$ cat src/hw/rtl/canonical_huffman_bit_decoder_core_defines.svh
// Assertion macros used by the decoder back end (chbd_back).
`ifndef CANONICAL_HUFFMAN_BIT_DECODER_CORE_DEFINES_SVH
`define CANONICAL_HUFFMAN_BIT_DECODER_CORE_DEFINES_SVH

// The consequent must hold in the same cycle as the antecedent.
`define CHBD_ASSERT_NOW(lbl, pre, cond, msg) \
	lbl: assert property (@(posedge clk) disable iff (!arst_n) (pre) |-> (cond)) \
		else $error(msg);

// The consequent must hold in the cycle after the antecedent.
`define CHBD_ASSERT_NEXT(lbl, pre, cond, msg) \
	lbl: assert property (@(posedge clk) disable iff (!arst_n) (pre) |=> (cond)) \
		else $error(msg);

`endif

$ cat src/hw/rtl/chbd_pkg.sv
`timescale 1ns / 1ps
`default_nettype none

package chbd_pkg;

	localparam int MAX_CODE_BITS_DEF = 16;
	localparam int SYMBOL_DEPTH_DEF  = 256;

	localparam int FUNC_W      = 2;
	localparam int SLOT_W      = 8;
	localparam int VALUE_W     = 8;
	localparam int COUNT_W     = 8;
	localparam int CODE_LEN_W  = 5;
	localparam int NUM_LENGTHS = 16;
	localparam int COUNT_IDX_W = 4;
	localparam int START_W     = 17;
	localparam int BASE_W      = 9;
	localparam int IDX_W       = BASE_W + 1;

	localparam logic [START_W-1:0] START_MAX = {START_W{1'b1}};
	localparam logic [BASE_W-1:0]  BASE_MAX  = {BASE_W{1'b1}};

	localparam int QUEUE_DEPTH = 4;
	localparam int QPTR_W      = 2;

	localparam logic [FUNC_W-1:0] FUNC_LOAD_COUNT  = 2'd0;
	localparam logic [FUNC_W-1:0] FUNC_LOAD_SYMBOL = 2'd1;
	localparam logic [FUNC_W-1:0] FUNC_DECODE_BIT  = 2'd2;

	typedef enum logic [1:0] {
		OP_COUNT   = 2'd0,
		OP_SYMBOL  = 2'd1,
		OP_RESTART = 2'd2,
		OP_BIT     = 2'd3
	} op_t;

	typedef struct packed {
		op_t                op;
		logic [SLOT_W-1:0]  slot;
		logic [VALUE_W-1:0] value;
		logic               code_bit;
	} item_t;

	typedef struct packed {
		logic  valid;
		item_t item;
	} head_t;

endpackage

`default_nettype wire

$ cat src/hw/rtl/canonical_huffman_bit_decoder_core.sv
// An accepted decode beat reaches its result beat through these registered steps
// (queue entry, code match against the running start, symbol memory read).
// Throughput: one beat per cycle unless stalled; start/base registers update per bit.
// Load beats and bits that do not end a code produce no result beat.
// Reset (arst_n low, asynchronous): code counts cleared, decoder restarted, queue and
// pipeline emptied; the symbol memory is not cleared and holds no valid data until loaded.
`timescale 1ns / 1ps
`default_nettype none

module canonical_huffman_bit_decoder_core #(
	parameter int MAX_CODE_BITS = chbd_pkg::MAX_CODE_BITS_DEF,
	parameter int SYMBOL_DEPTH  = chbd_pkg::SYMBOL_DEPTH_DEF
) (
	input  wire logic                            clk,
	input  wire logic                            arst_n,
	input  wire logic                            in_valid,
	output logic                                 in_stall,
	input  wire logic [chbd_pkg::FUNC_W-1:0]     func,
	input  wire logic [chbd_pkg::SLOT_W-1:0]     slot,
	input  wire logic [chbd_pkg::VALUE_W-1:0]    load_value,
	input  wire logic                            code_bit,
	output logic                                 out_valid,
	input  wire logic                            out_stall,
	output logic [chbd_pkg::VALUE_W-1:0]         symbol,
	output logic [chbd_pkg::CODE_LEN_W-1:0]      code_length,
	output logic                                 status
);

	logic             q_full;
	logic             push;
	logic             pop;
	chbd_pkg::item_t  push_item;
	chbd_pkg::head_t  head;

	chbd_front #(
		.SYMBOL_DEPTH(SYMBOL_DEPTH)
	) u_front (
		.in_valid  (in_valid),
		.in_stall  (in_stall),
		.func      (func),
		.slot      (slot),
		.load_value(load_value),
		.code_bit  (code_bit),
		.q_full    (q_full),
		.push      (push),
		.item      (push_item)
	);

	chbd_queue u_queue (
		.clk      (clk),
		.arst_n   (arst_n),
		.push     (push),
		.push_item(push_item),
		.full     (q_full),
		.pop      (pop),
		.head     (head)
	);

	chbd_back #(
		.MAX_CODE_BITS(MAX_CODE_BITS),
		.SYMBOL_DEPTH (SYMBOL_DEPTH)
	) u_back (
		.clk        (clk),
		.arst_n     (arst_n),
		.head       (head),
		.pop        (pop),
		.out_valid  (out_valid),
		.out_stall  (out_stall),
		.symbol     (symbol),
		.code_length(code_length),
		.status     (status)
	);

endmodule

`default_nettype wire

$ cat src/hw/rtl/chbd_front.sv
`timescale 1ns / 1ps
`default_nettype none

module chbd_front #(
	parameter int SYMBOL_DEPTH = chbd_pkg::SYMBOL_DEPTH_DEF
) (
	input  wire logic                         in_valid,
	output logic                              in_stall,
	input  wire logic [chbd_pkg::FUNC_W-1:0]  func,
	input  wire logic [chbd_pkg::SLOT_W-1:0]  slot,
	input  wire logic [chbd_pkg::VALUE_W-1:0] load_value,
	input  wire logic                         code_bit,
	input  wire logic                         q_full,
	output logic                              push,
	output chbd_pkg::item_t                   item
);

	logic keep;
	logic count_ok;
	logic symbol_ok;

	assign count_ok  = slot < chbd_pkg::SLOT_W'(chbd_pkg::NUM_LENGTHS);
	assign symbol_ok = {1'b0, slot} < (chbd_pkg::SLOT_W + 1)'(SYMBOL_DEPTH);

	// Loads with a slot out of range still restart the decoder.
	always_comb begin
		keep          = 1'b1;
		item.op       = chbd_pkg::OP_RESTART;
		item.slot     = slot;
		item.value    = load_value;
		item.code_bit = code_bit;
		case (func)
			chbd_pkg::FUNC_LOAD_COUNT: begin
				item.op = count_ok ? chbd_pkg::OP_COUNT : chbd_pkg::OP_RESTART;
			end
			chbd_pkg::FUNC_LOAD_SYMBOL: begin
				item.op = symbol_ok ? chbd_pkg::OP_SYMBOL : chbd_pkg::OP_RESTART;
			end
			chbd_pkg::FUNC_DECODE_BIT: begin
				item.op = chbd_pkg::OP_BIT;
			end
			default: begin
				keep = 1'b0;
			end
		endcase
	end

	assign in_stall = q_full;
	assign push     = in_valid && !q_full && keep;

endmodule

`default_nettype wire

$ cat src/hw/rtl/chbd_queue.sv
`timescale 1ns / 1ps
`default_nettype none

module chbd_queue (
	input  wire logic            clk,
	input  wire logic            arst_n,
	input  wire logic            push,
	input  wire chbd_pkg::item_t push_item,
	output logic                 full,
	input  wire logic            pop,
	output chbd_pkg::head_t      head
);

	chbd_pkg::item_t                 entry_q [chbd_pkg::QUEUE_DEPTH];
	logic [chbd_pkg::QPTR_W-1:0]     wr_ptr_q;
	logic [chbd_pkg::QPTR_W-1:0]     rd_ptr_q;
	logic [chbd_pkg::QPTR_W:0]       fill_q;

	assign full = fill_q == (chbd_pkg::QPTR_W + 1)'(chbd_pkg::QUEUE_DEPTH);
	assign head = '{valid: fill_q != '0, item: entry_q[rd_ptr_q]};

	always_ff @(posedge clk) begin
		if (push) begin
			entry_q[wr_ptr_q] <= push_item;
		end
	end

	always_ff @(posedge clk or negedge arst_n) begin
		if (!arst_n) begin
			wr_ptr_q <= '0;
			rd_ptr_q <= '0;
			fill_q   <= '0;
		end else begin
			if (push) begin
				wr_ptr_q <= wr_ptr_q + chbd_pkg::QPTR_W'(1);
			end
			if (pop) begin
				rd_ptr_q <= rd_ptr_q + chbd_pkg::QPTR_W'(1);
			end
			if (push && !pop) begin
				fill_q <= fill_q + (chbd_pkg::QPTR_W + 1)'(1);
			end else if (pop && !push) begin
				fill_q <= fill_q - (chbd_pkg::QPTR_W + 1)'(1);
			end
		end
	end

endmodule

`default_nettype wire

$ cat src/hw/rtl/chbd_back.sv
`timescale 1ns / 1ps
`default_nettype none

`include "canonical_huffman_bit_decoder_core_defines.svh"

module chbd_back #(
	parameter int MAX_CODE_BITS = chbd_pkg::MAX_CODE_BITS_DEF,
	parameter int SYMBOL_DEPTH  = chbd_pkg::SYMBOL_DEPTH_DEF
) (
	input  wire logic                            clk,
	input  wire logic                            arst_n,
	input  wire chbd_pkg::head_t                 head,
	output logic                                 pop,
	output logic                                 out_valid,
	input  wire logic                            out_stall,
	output logic [chbd_pkg::VALUE_W-1:0]         symbol,
	output logic [chbd_pkg::CODE_LEN_W-1:0]      code_length,
	output logic                                 status
);

	localparam int SHIFT_W = $clog2(MAX_CODE_BITS);
	localparam int SPAN_W  = chbd_pkg::COUNT_W + MAX_CODE_BITS;
	localparam int SUM_W   = ((SPAN_W > chbd_pkg::START_W) ? SPAN_W : chbd_pkg::START_W) + 1;
	localparam int AW      = $clog2(SYMBOL_DEPTH);

	// Decoder state.
	logic [chbd_pkg::COUNT_W-1:0] counts_q [chbd_pkg::NUM_LENGTHS];
	logic [MAX_CODE_BITS-1:0]     partial_q;
	logic [SHIFT_W-1:0]           taken_q;
	logic [chbd_pkg::START_W-1:0] start_q;
	logic [chbd_pkg::BASE_W-1:0]  base_q;
	logic [chbd_pkg::VALUE_W-1:0] mem [SYMBOL_DEPTH];

	// Stage 1: code classified, symbol position still to resolve.
	logic                            valid_s1;
	logic                            fail_s1;
	logic [chbd_pkg::CODE_LEN_W-1:0] len_s1;
	logic [MAX_CODE_BITS-1:0]        diff_s1;
	logic [SHIFT_W-1:0]              shift_s1;
	logic [chbd_pkg::BASE_W-1:0]     base_s1;

	// Stage 2: result register.
	logic                            valid_s2;
	logic                            err_s2;
	logic [chbd_pkg::CODE_LEN_W-1:0] len_s2;
	logic [chbd_pkg::VALUE_W-1:0]    rdata_s2;

	logic                            en_s2;
	logic                            en_s1;
	logic                            is_bit;
	logic                            is_load;
	logic [chbd_pkg::CODE_LEN_W-1:0] size;
	logic [SHIFT_W-1:0]              shift;
	logic [MAX_CODE_BITS-1:0]        partial_n;
	logic [chbd_pkg::COUNT_W-1:0]    count;
	logic [SUM_W-1:0]                span;
	logic [SUM_W-1:0]                next_start;
	logic [MAX_CODE_BITS-1:0]        diff;
	logic                            hit;
	logic                            last;
	logic                            emit;
	logic [chbd_pkg::START_W-1:0]    start_sat;
	logic [chbd_pkg::IDX_W-1:0]      base_sum;
	logic [chbd_pkg::BASE_W-1:0]     base_sat;
	logic [chbd_pkg::IDX_W-1:0]      index;
	logic                            in_range;

	assign en_s2   = !valid_s2 || !out_stall;
	assign en_s1   = !valid_s1 || en_s2;
	assign pop     = head.valid && en_s1;
	assign is_bit  = head.item.op == chbd_pkg::OP_BIT;
	assign is_load = pop && !is_bit;

	assign size      = chbd_pkg::CODE_LEN_W'(taken_q) + chbd_pkg::CODE_LEN_W'(1);
	assign shift     = SHIFT_W'(MAX_CODE_BITS - 1) - taken_q;
	assign partial_n = partial_q | (MAX_CODE_BITS'(head.item.code_bit) << shift);
	assign count     = counts_q[chbd_pkg::COUNT_IDX_W'(taken_q)];
	assign span      = SUM_W'(count) << shift;
	assign next_start = SUM_W'(start_q) + span;
	assign diff      = partial_n - start_q[MAX_CODE_BITS-1:0];
	assign hit       = (SUM_W'(partial_n) >= SUM_W'(start_q)) && (SUM_W'(partial_n) < next_start);
	assign last      = taken_q == SHIFT_W'(MAX_CODE_BITS - 1);
	assign emit      = pop && is_bit && (hit || last);

	// Oversubscribed tables saturate so the start never wraps back into range.
	assign start_sat = (next_start > SUM_W'(chbd_pkg::START_MAX)) ? chbd_pkg::START_MAX
		: next_start[chbd_pkg::START_W-1:0];
	assign base_sum  = chbd_pkg::IDX_W'(base_q) + chbd_pkg::IDX_W'(count);
	assign base_sat  = (base_sum > chbd_pkg::IDX_W'(chbd_pkg::BASE_MAX)) ? chbd_pkg::BASE_MAX
		: base_sum[chbd_pkg::BASE_W-1:0];

	assign index    = chbd_pkg::IDX_W'(base_s1)
		+ chbd_pkg::IDX_W'(chbd_pkg::COUNT_W'(diff_s1 >> shift_s1));
	assign in_range = index < chbd_pkg::IDX_W'(SYMBOL_DEPTH);

	always_ff @(posedge clk or negedge arst_n) begin
		if (!arst_n) begin
			for (int i = 0; i < chbd_pkg::NUM_LENGTHS; i++) begin
				counts_q[i] <= '0;
			end
			partial_q <= '0;
			taken_q   <= '0;
			start_q   <= '0;
			base_q    <= '0;
		end else if (pop) begin
			if (is_bit && !emit) begin
				partial_q <= partial_n;
				taken_q   <= taken_q + SHIFT_W'(1);
				start_q   <= start_sat;
				base_q    <= base_sat;
			end else begin
				partial_q <= '0;
				taken_q   <= '0;
				start_q   <= '0;
				base_q    <= '0;
			end
			if (head.item.op == chbd_pkg::OP_COUNT) begin
				counts_q[head.item.slot[chbd_pkg::COUNT_IDX_W-1:0]] <= head.item.value;
			end
		end
	end

	always_ff @(posedge clk or negedge arst_n) begin
		if (!arst_n) begin
			valid_s1 <= 1'b0;
			valid_s2 <= 1'b0;
		end else begin
			if (en_s1) begin
				valid_s1 <= emit;
			end
			if (en_s2) begin
				valid_s2 <= valid_s1;
			end
		end
	end

	always_ff @(posedge clk) begin
		if (emit) begin
			fail_s1  <= !hit;
			len_s1   <= size;
			diff_s1  <= diff;
			shift_s1 <= shift;
			base_s1  <= base_q;
		end
		if (en_s2 && valid_s1) begin
			err_s2 <= fail_s1 || !in_range;
			len_s2 <= len_s1;
		end
	end

	// A symbol load behind a decode in stage 1 writes in the same cycle as
	// that decode reads, and the read returns the older contents.
	always_ff @(posedge clk) begin
		if (en_s2 && valid_s1 && !fail_s1 && in_range) begin
			rdata_s2 <= mem[index[AW-1:0]];
		end
		if (pop && head.item.op == chbd_pkg::OP_SYMBOL) begin
			mem[head.item.slot[AW-1:0]] <= head.item.value;
		end
	end

	assign out_valid   = valid_s2;
	assign symbol      = err_s2 ? '0 : rdata_s2;
	assign code_length = len_s2;
	assign status      = err_s2;

	`CHBD_ASSERT_NOW(a_pop_nonempty, pop, head.valid, "pop from an empty queue")
	`CHBD_ASSERT_NOW(a_fail_len, valid_s1 && fail_s1,
		len_s1 == chbd_pkg::CODE_LEN_W'(MAX_CODE_BITS), "no-match result with short length")
	`CHBD_ASSERT_NEXT(a_bit_advance, pop && is_bit && !emit,
		taken_q == $past(taken_q) + SHIFT_W'(1), "code length did not advance")
	`CHBD_ASSERT_NEXT(a_load_restart, is_load,
		taken_q == '0 && partial_q == '0, "load did not restart the decoder")

endmodule

`default_nettype wire

$ cat config.mk
export PLATFORM = sky130hd
export DESIGN_NAME = canonical_huffman_bit_decoder_core
export DESIGN_NICKNAME = d
export VERILOG_FILES = /design/src/hw/rtl/chbd_pkg.sv /design/src/hw/rtl/canonical_huffman_bit_decoder_core.sv /design/src/hw/rtl/chbd_front.sv /design/src/hw/rtl/chbd_queue.sv /design/src/hw/rtl/chbd_back.sv
export VERILOG_INCLUDE_DIRS = /design/src /design/src/hw/rtl
export SDC_FILE = /design/constraint.sdc
export NUM_CORES = 2
export LEC_CHECK = 0
export BUFFER_PORTS_ARGS = -buffer_cell sky130_fd_sc_hd__buf_2
export CORE_MARGIN = 10
export CORE_UTILIZATION = 50
export DETAILED_ROUTE_END_ITERATION = 10
export PLACE_DENSITY = 0.66
export SYNTH_ARGS = -nofsm -noshare
export SYNTH_HDL_FRONTEND = slang
export SYNTH_SLANG_ARGS = --single-unit
$ cat constraint.sdc
create_clock -name clk -period 12.2 [get_ports clk]
set_clock_uncertainty 0.15 [all_clocks]
set_input_delay 1.22 -clock clk [delete_from_list [all_inputs] [get_ports clk]]
set_output_delay 1.22 -clock clk [all_outputs]
set_load 0.05 [all_outputs]
Word-level counts from Yosys, hierarchy flattened
Memory sizes are Yosys's and may differ from the RTL's. A register that Yosys moved wholly into a read port is not among the register bits.
Cells that the tools add are included.

operators by class
  bitwise logic cells = 3
  mux-type cells = 22
  shifts and indexed selects = 3
  $add $sub $neg = 11
  reductions and logical operators = 34
  order comparisons = 9
  equality and inequality tests = 6

operator list
  operator                                                                        number
  128-bit bitwise mux                                                             1
  17-bit two-way mux                                                              2
  8-bit binary-select mux with 4-bit select                                       1
  8-bit demux with 4-bit select                                                   1
  8-bit two-way mux                                                               4
  17-bit by 25-bit adder with 25-bit output                                       1
  25-bit by 17-bit > comparator with 1-bit output (second input constant)         1
  16-bit by 25-bit less-than comparator with 1-bit output                         1
  8-bit by 4-bit left shift with 25-bit output                                    1
  9-bit by 8-bit adder with 10-bit output                                         2
  9-bit two-way mux                                                               2
  16-bit by 17-bit >= comparator with 1-bit output                                1
  16-bit two-way mux                                                              1
  16-bit bitwise OR                                                               1
  1-bit by 4-bit left shift with 16-bit output                                    1
  16-bit by 4-bit right shift with 8-bit output                                   1
  16-bit subtractor                                                               1
  1-bit logical AND                                                               14
  5-bit >= comparator (second input constant)                                     2
  10-bit by 9-bit > comparator with 1-bit output (second input constant)          1
  1-bit logical NOT                                                               10
  10-bit by 9-bit less-than comparator with 1-bit output (second input constant)  1
  4-bit inverter with 5-bit output                                                2
  8-bit by 5-bit less-than comparator with 1-bit output (second input constant)   1
  other kinds (22)                                                                34

storage, ports and cells
  register bits after elaboration = 224
  input bits = 23
  bits in writable memories = 2124
  output and inout port bits = 16
  memories kept = 2
  word-level logic and storage cells = 122

memory list
  memory           depth  width  rd ports  clocked after Yosys merged registers in  write ports  line              RTL
  u_back.mem       256    8      1         1                                        1            chbd_back.sv:32   logic [chbd_pkg::VALUE_W-1:0] mem [SYMBOL_DEPTH];
  u_queue.entry_q  4      19     1         0                                        1            chbd_queue.sv:14  chbd_pkg::item_t entry_q [chbd_pkg::QUEUE_DEPTH];

Longest topological paths before layout
  word-level depth = 13
  gate-level depth with buffers = 37
  mapped depth without buffers = 30

Hierarchy
From an unflattened synthesis, not the netlist that was laid out.

second synthesis, totals
  cells, all modules = 4621
  area total of the unflattened synthesis = 95560.4 µm²

modules (own cells, without submodules)
  module      cells an instance  seq. area each (µm²)  area an instance (µm²)  instances
  chbd_back   4461               67344.6               92210.9                 1
  chbd_queue  133                2457.4                3138.0                  1
  chbd_front  27                 0.0                   211.5                   1

Worst setup path after synthesis
Ideal clock, no wire load.

  kind = register -> register
  from = register u_back.taken_q[0]
  to = register u_back.base_s1[0] in the netlist's numbering (enable)
  arrival time = 7.417 ns
  setup slack = 4.208 ns
  buffers on the path = 6
  library setup time = 0.425 ns
  required time = 11.625 ns
  clock period less this slack = 7.992 ns
  stages on the path, launching flop included = 33
  path through = dfrtp_1 -> buf_6 -> buf_6 -> buf_6 -> buf_4 -> buf_2 -> buf_4 -> mux4_2 -> mux4_2 -> mux2_2 -> o21ai_0 -> nor2_1 -> a41oi_1 -> nor2_1 -> ha_1 -> o21ai_0 -> o21ai_0 -> a21oi_1 -> nand2b_1 -> a21bo_2 -> o21ai_0 -> a21oi_1 -> xor2_1 -> ha_1 -> a211oi_1 -> o21ai_0 -> a21oi_1 -> a21oi_1 -> nor2_1 -> o31a_1 -> o31ai_2 -> and2_1 -> nor2_1

between the ends
  cells in the longest elaborated chain, start to end = 10
  elaborated cells on any way between the ends = 15
  those cells by class = 2 x add/sub; 2 x order compare; 1 x eq/ne; 2 x shift; 3 x mux; 2 x bitwise; 3 x reduce/logical

RTL lines
  what                                                     line              RTL
  start: declaration                                       chbd_back.sv:29   logic [SHIFT_W-1:0] taken_q;
  start signal: assignment                                 chbd_back.sv:108  taken_q <= taken_q + SHIFT_W'(1);
  4-bit inverter with 5-bit output (implied by the code)   chbd_back.sv:77   assign count = counts_q[chbd_pkg::COUNT_IDX_W'(taken_q)];
  8-bit binary-select mux with 4-bit select                chbd_back.sv:77
  8-bit two-way mux (implied by the code) (2 in series)    chbd_back.sv:77
  8-bit by 4-bit left shift with 25-bit output             chbd_back.sv:78   assign span = SUM_W'(count) << shift;
  17-bit by 25-bit adder with 25-bit output                chbd_back.sv:79   assign next_start = SUM_W'(start_q) + span;
  16-bit by 25-bit less-than comparator with 1-bit output  chbd_back.sv:81   assign hit = (SUM_W'(partial_n) >= SUM_W'(start_q)) && (SUM_W'(partial_n) < next_start);
  1-bit logical AND                                        chbd_back.sv:81
  1-bit logical OR (*)                                     chbd_back.sv:83   assign emit = pop && is_bit && (hit || last);
  1-bit logical AND (*)                                    chbd_back.sv:83
  via u_back.emit                                          chbd_back.sv:61   logic emit;
  end signal: assignment                                   chbd_back.sv:143  base_s1 <= base_q;
  end: declaration                                         chbd_back.sv:40   logic [chbd_pkg::BASE_W-1:0] base_s1;

The timed path passes the listed nets; every way through them passes the cells marked *. The select of a mux whose other input is x is not followed.
A chain may end at the register's enable or synchronous reset.

Worst setup path after layout
  from = register u_back.taken_q[0]
  to = register u_back.base_q[5] in the netlist's numbering

between the ends
  cells in the longest elaborated chain, start to end = 13
  elaborated cells on any way between the ends = 21
  those cells by class = 3 x add/sub; 3 x order compare; 1 x eq/ne; 2 x shift; 5 x mux; 2 x bitwise; 5 x reduce/logical

RTL lines
  what                                                     line              RTL
  4-bit inverter with 5-bit output (implied by the code)   chbd_back.sv:77
  8-bit binary-select mux with 4-bit select                chbd_back.sv:77
  8-bit two-way mux (implied by the code) (2 in series)    chbd_back.sv:77
  8-bit by 4-bit left shift with 25-bit output             chbd_back.sv:78
  17-bit by 25-bit adder with 25-bit output                chbd_back.sv:79
  16-bit by 25-bit less-than comparator with 1-bit output  chbd_back.sv:81
  1-bit logical AND                                        chbd_back.sv:81
  1-bit logical OR                                         chbd_back.sv:83
  1-bit logical AND                                        chbd_back.sv:83
  1-bit logical NOT                                        chbd_back.sv:106  if (is_bit && !emit) begin
  1-bit logical AND                                        chbd_back.sv:106
  9-bit two-way mux (*)                                    chbd_back.sv:106
  end signal: assignment                                   chbd_back.sv:110  base_q <= base_sat;
  end: declaration                                         chbd_back.sv:31   logic [chbd_pkg::BASE_W-1:0] base_q;

Mark *: on every way between the ends. The rest lies on a longest branch, timed or not. The select of a mux whose other input is x is not followed.

==> out/metrics.cfg <==
[routing]
vias=46900
ant_nets=0
drtIter0Drc=5442
wl_per_cell_microns=29.7
drc_errors=0
wl_microns=224000
first_pass_iters=5
via_per_inst=6.22

[yosys]
yosysWarnings=0
ys_ff_latch=2355
netlist_area_sq_um=96000
async_reset_ff_frac=0.0777
synth_area_leaders=edfxtp_1 (68%), mux4_2 (17%), dfrtp_1 (4.8%), mux2_2 (1.6%), nor2_1 (1.4%)
yosysTopAreaCell=edfxtp_1
netlist_instances=4758
synth.avg_cell_area_sq_um=20.2
ys.flop_type=edfxtp_1
yosys.area.top_type_share=0.680
synth_edf_count=2172
ys_seq_area_frac=0.727
syn-num-nets=4859
ys_types=83

[clock_network]
clock_latency_ns=0.86
cts_hold_buf=0
cts_buffers=227
clock_path_buffers=3
cts_tree=yes
cts_resized=0
postCtsSetupRepairBufs=0
cts_root_buffer=clkbuf_16
clkTransAtPathRegs_ns=0.06
clock_sinks=2355
h-tree-depth=4

[power]
ir_worst_vdd_v=0.000541
power.leakage_nw=34.2
power_density_nw_per_um2=296

[timing]
setup_ws_ns=3.89
period_needed_ns=8.31
relSlewSlack=0.158
worst_pin_slew_ns=1.26
hold_violations=0
final.setup.tns_ns=0
maxSlewViolCount=0
setup_viol=0
rsz0062_at_grt=false
fmax_ghz=0.120
period_share=0.681

[status]
status=finished clean

[floorplan]
dieArea_sq_um=210000
io_pins=39
core_area_sq_um=191000
die_h_microns=458
initial_core_util=0.504
num_rows=160
die_w_microns=458

[critical_path]
cp-start-kind=flop
regToRegSetupSlack_ns=3.89
worstSetupEndpointType=flop
path_class=reg2reg
worstPathArrival_ns=8.94
critPathRequiredTime_ns=12.82
crit_fanout=47

[cells_and_area]
design_area_sq_um=106000
drive_gt1_frac=0.267
n_fill_cell=14300
layout.nets=4937
area_delta_synth_final_pct=10.9

[global_routing]
grt_pass1_wl_microns=329000
grt_overflow=0
grt_max_degree=193
grt_use_total=0.211
antenna_found_initial=12
grt_pass1_vias=47300

[placement]
pre_cts_ws_ns=3.96
dpl.hpwl_microns=132000
place_area_sq_um=99000
portBuffers=38
gp_congestion=0.885

[worst_hold_path]
min_path_type=in2async

[job]
maxCapViolations=0

report_power, final:
part           switching [W]  internal [W]
Combinational        0.00800       0.00565
Sequential          0.000280        0.0106
Clock                0.00303       0.00393
Total                 0.0113        0.0202
final cells by class:
class                           instances  area, sq um  share of cell area
Inverter                               55          206             0.00194
Sequential cell                      2355        69800               0.656
Tap cell                             2511         3140              0.0295
Multi-Input combinational cell       2087        25000               0.235
Clock buffer                          283         6010              0.0565
Timing Repair Buffer                  110          840             0.00789
Clock inverter                        145         1370              0.0129
Antenna cell                            2         5.00           0.0000470
flip-flops by register name, indices dropped and copies added, names as in the netlist:
register	cells
u_back.mem	2048
u_back.counts_q	128
u_queue.entry_q	76
u_back.start_q	17
u_back.diff_s1	16
u_back.partial_q	16
u_back.base_q	9
u_back.base_s1	9
u_back.rdata_s2	8
u_back.code_length	5
u_back.len_s1	4
u_back.shift_s1	4
u_back.taken_q	4
u_queue.fill_q	3
u_queue.rd_ptr_q	2
u_queue.wr_ptr_q	2
u_back.fail_s1	1
u_back.out_valid	1
u_back.status	1
u_back.valid_s1	1
synth_stat cells, types with 4 or more instances:
cell type,number
a21o_1,16
clkbuf_1,176
buf_6,9
nand2b_1,18
xor2_1,14
a31oi_1,37
or2_2,7
o21ai_0,43
nand4_1,10
buf_1,63
nor2_1,349
ha_1,73
nand3_1,19
nor3_1,12
o21bai_1,25
a22oi_1,6
dfrtp_1,183
inv_1,53
edfxtp_1,2172
a211oi_1,50
buf_2,9
nor2b_1,34
and3_1,4
and2_1,44
mux4_2,704
mux2i_1,56
nand2_1,205
o21ai_2,9
buf_4,4
a32o_1,5
xnor2_1,36
fa_1,5
o22ai_1,9
a21oi_1,54
a21boi_1,15
o211ai_1,7
o21ai_1,17
mux2_2,139
o21a_1,6
per-layer routing:
metal / GRT usage / vias up / routed length (microns)
met4: 0.0608 / 0 / 6300
met1: 0.302 / 25000 / 91300
li1: - / 19700 / -
met3: 0.0355 / 347 / 17700
met5: 0 / - / 0
met2: 0.338 / 1934 / 109000
worst max-delay path, cell delays in order (launching register included):
cell,delay (ns)
dfrtp_4,0.79
buf_4,0.63
mux4_2,0.59
mux4_2,0.56
mux2_2,0.31
o21ai_0,0.25
nor2_1,0.07
nor2_1,0.13
o21ai_0,0.17
ha_1,0.33
a2111oi_0,0.77
a21bo_2,0.30
o21bai_1,0.07
a21oi_1,0.18
xor2_1,0.11
ha_1,0.31
nand4_1,0.11
nor3_1,0.33
a21oi_1,0.13
a21oi_1,0.14
nor2_1,0.05
o31a_1,0.14
or4b_4,0.56
o22ai_4,0.30
nand2_4,0.40
o21ai_2,0.27
kinds of logic (layout without fill, tap and decap cells):
family,after synthesis,after routing,synth area share
other,0,2,0
DFF,2355,2355,0.727
AOI/OAI and AO/OA,338,338,0.0240
and+or+nand+nor,719,719,0.0324
adders and majority gates,78,78,0.0106
xor gates and xnor gates,50,50,0.00456
muxes,902,902,0.188
buffers and inverters,316,593,0.0133
metrics by stage:
stage               power [W]  hold slack [ns]  std cells   util
floorplan              0.0206            0.250       4758      -
global placement       0.0247            0.327       7118  0.520
detailed placement     0.0249            0.336       7118  0.520
CTS                    0.0318            0.127       7546  0.558
global route           0.0328            0.175       7547  0.558
finish                 0.0315            0.171       7548  0.558
worst paths after layout:
path                                    from                   end  cells after the start
max                        u_back.taken_q[0]      u_back.base_q[5]                     25
max reg2reg                u_back.taken_q[0]      u_back.base_q[5]                     25
min in group clk            u_back.base_q[7]     u_back.base_s1[7]                      0
min reg2reg                 u_back.base_q[7]     u_back.base_s1[7]                      0
max in group asynchronous             arst_n  u_back.counts_q[107]                      3
min                                   arst_n     u_back.start_q[8]                      1
cells in the final DEF, fill, tap and decap left out, types with 17 or more instances in the layout:
master	count
a31oi_1	37
clkbuf_1	47
nand2_1	189
a21oi_1	54
o21ai_1	17
and2_1	44
nor2b_1	34
bufinv_16	20
clkbuf_16	230
clkinv_1	55
buf_4	64
nand3_1	19
dfrtp_1	181
mux4_2	696
nor2_1	348
o21ai_0	43
nand2b_1	18
edfxtp_1	2172
xnor2_1	29
o21bai_1	25
mux2i_1	56
buf_2	37
mux2_2	139
a211oi_1	50
clkinv_2	41
ha_1	72
inv_1	53
Power figures use the tool's default switching activity.
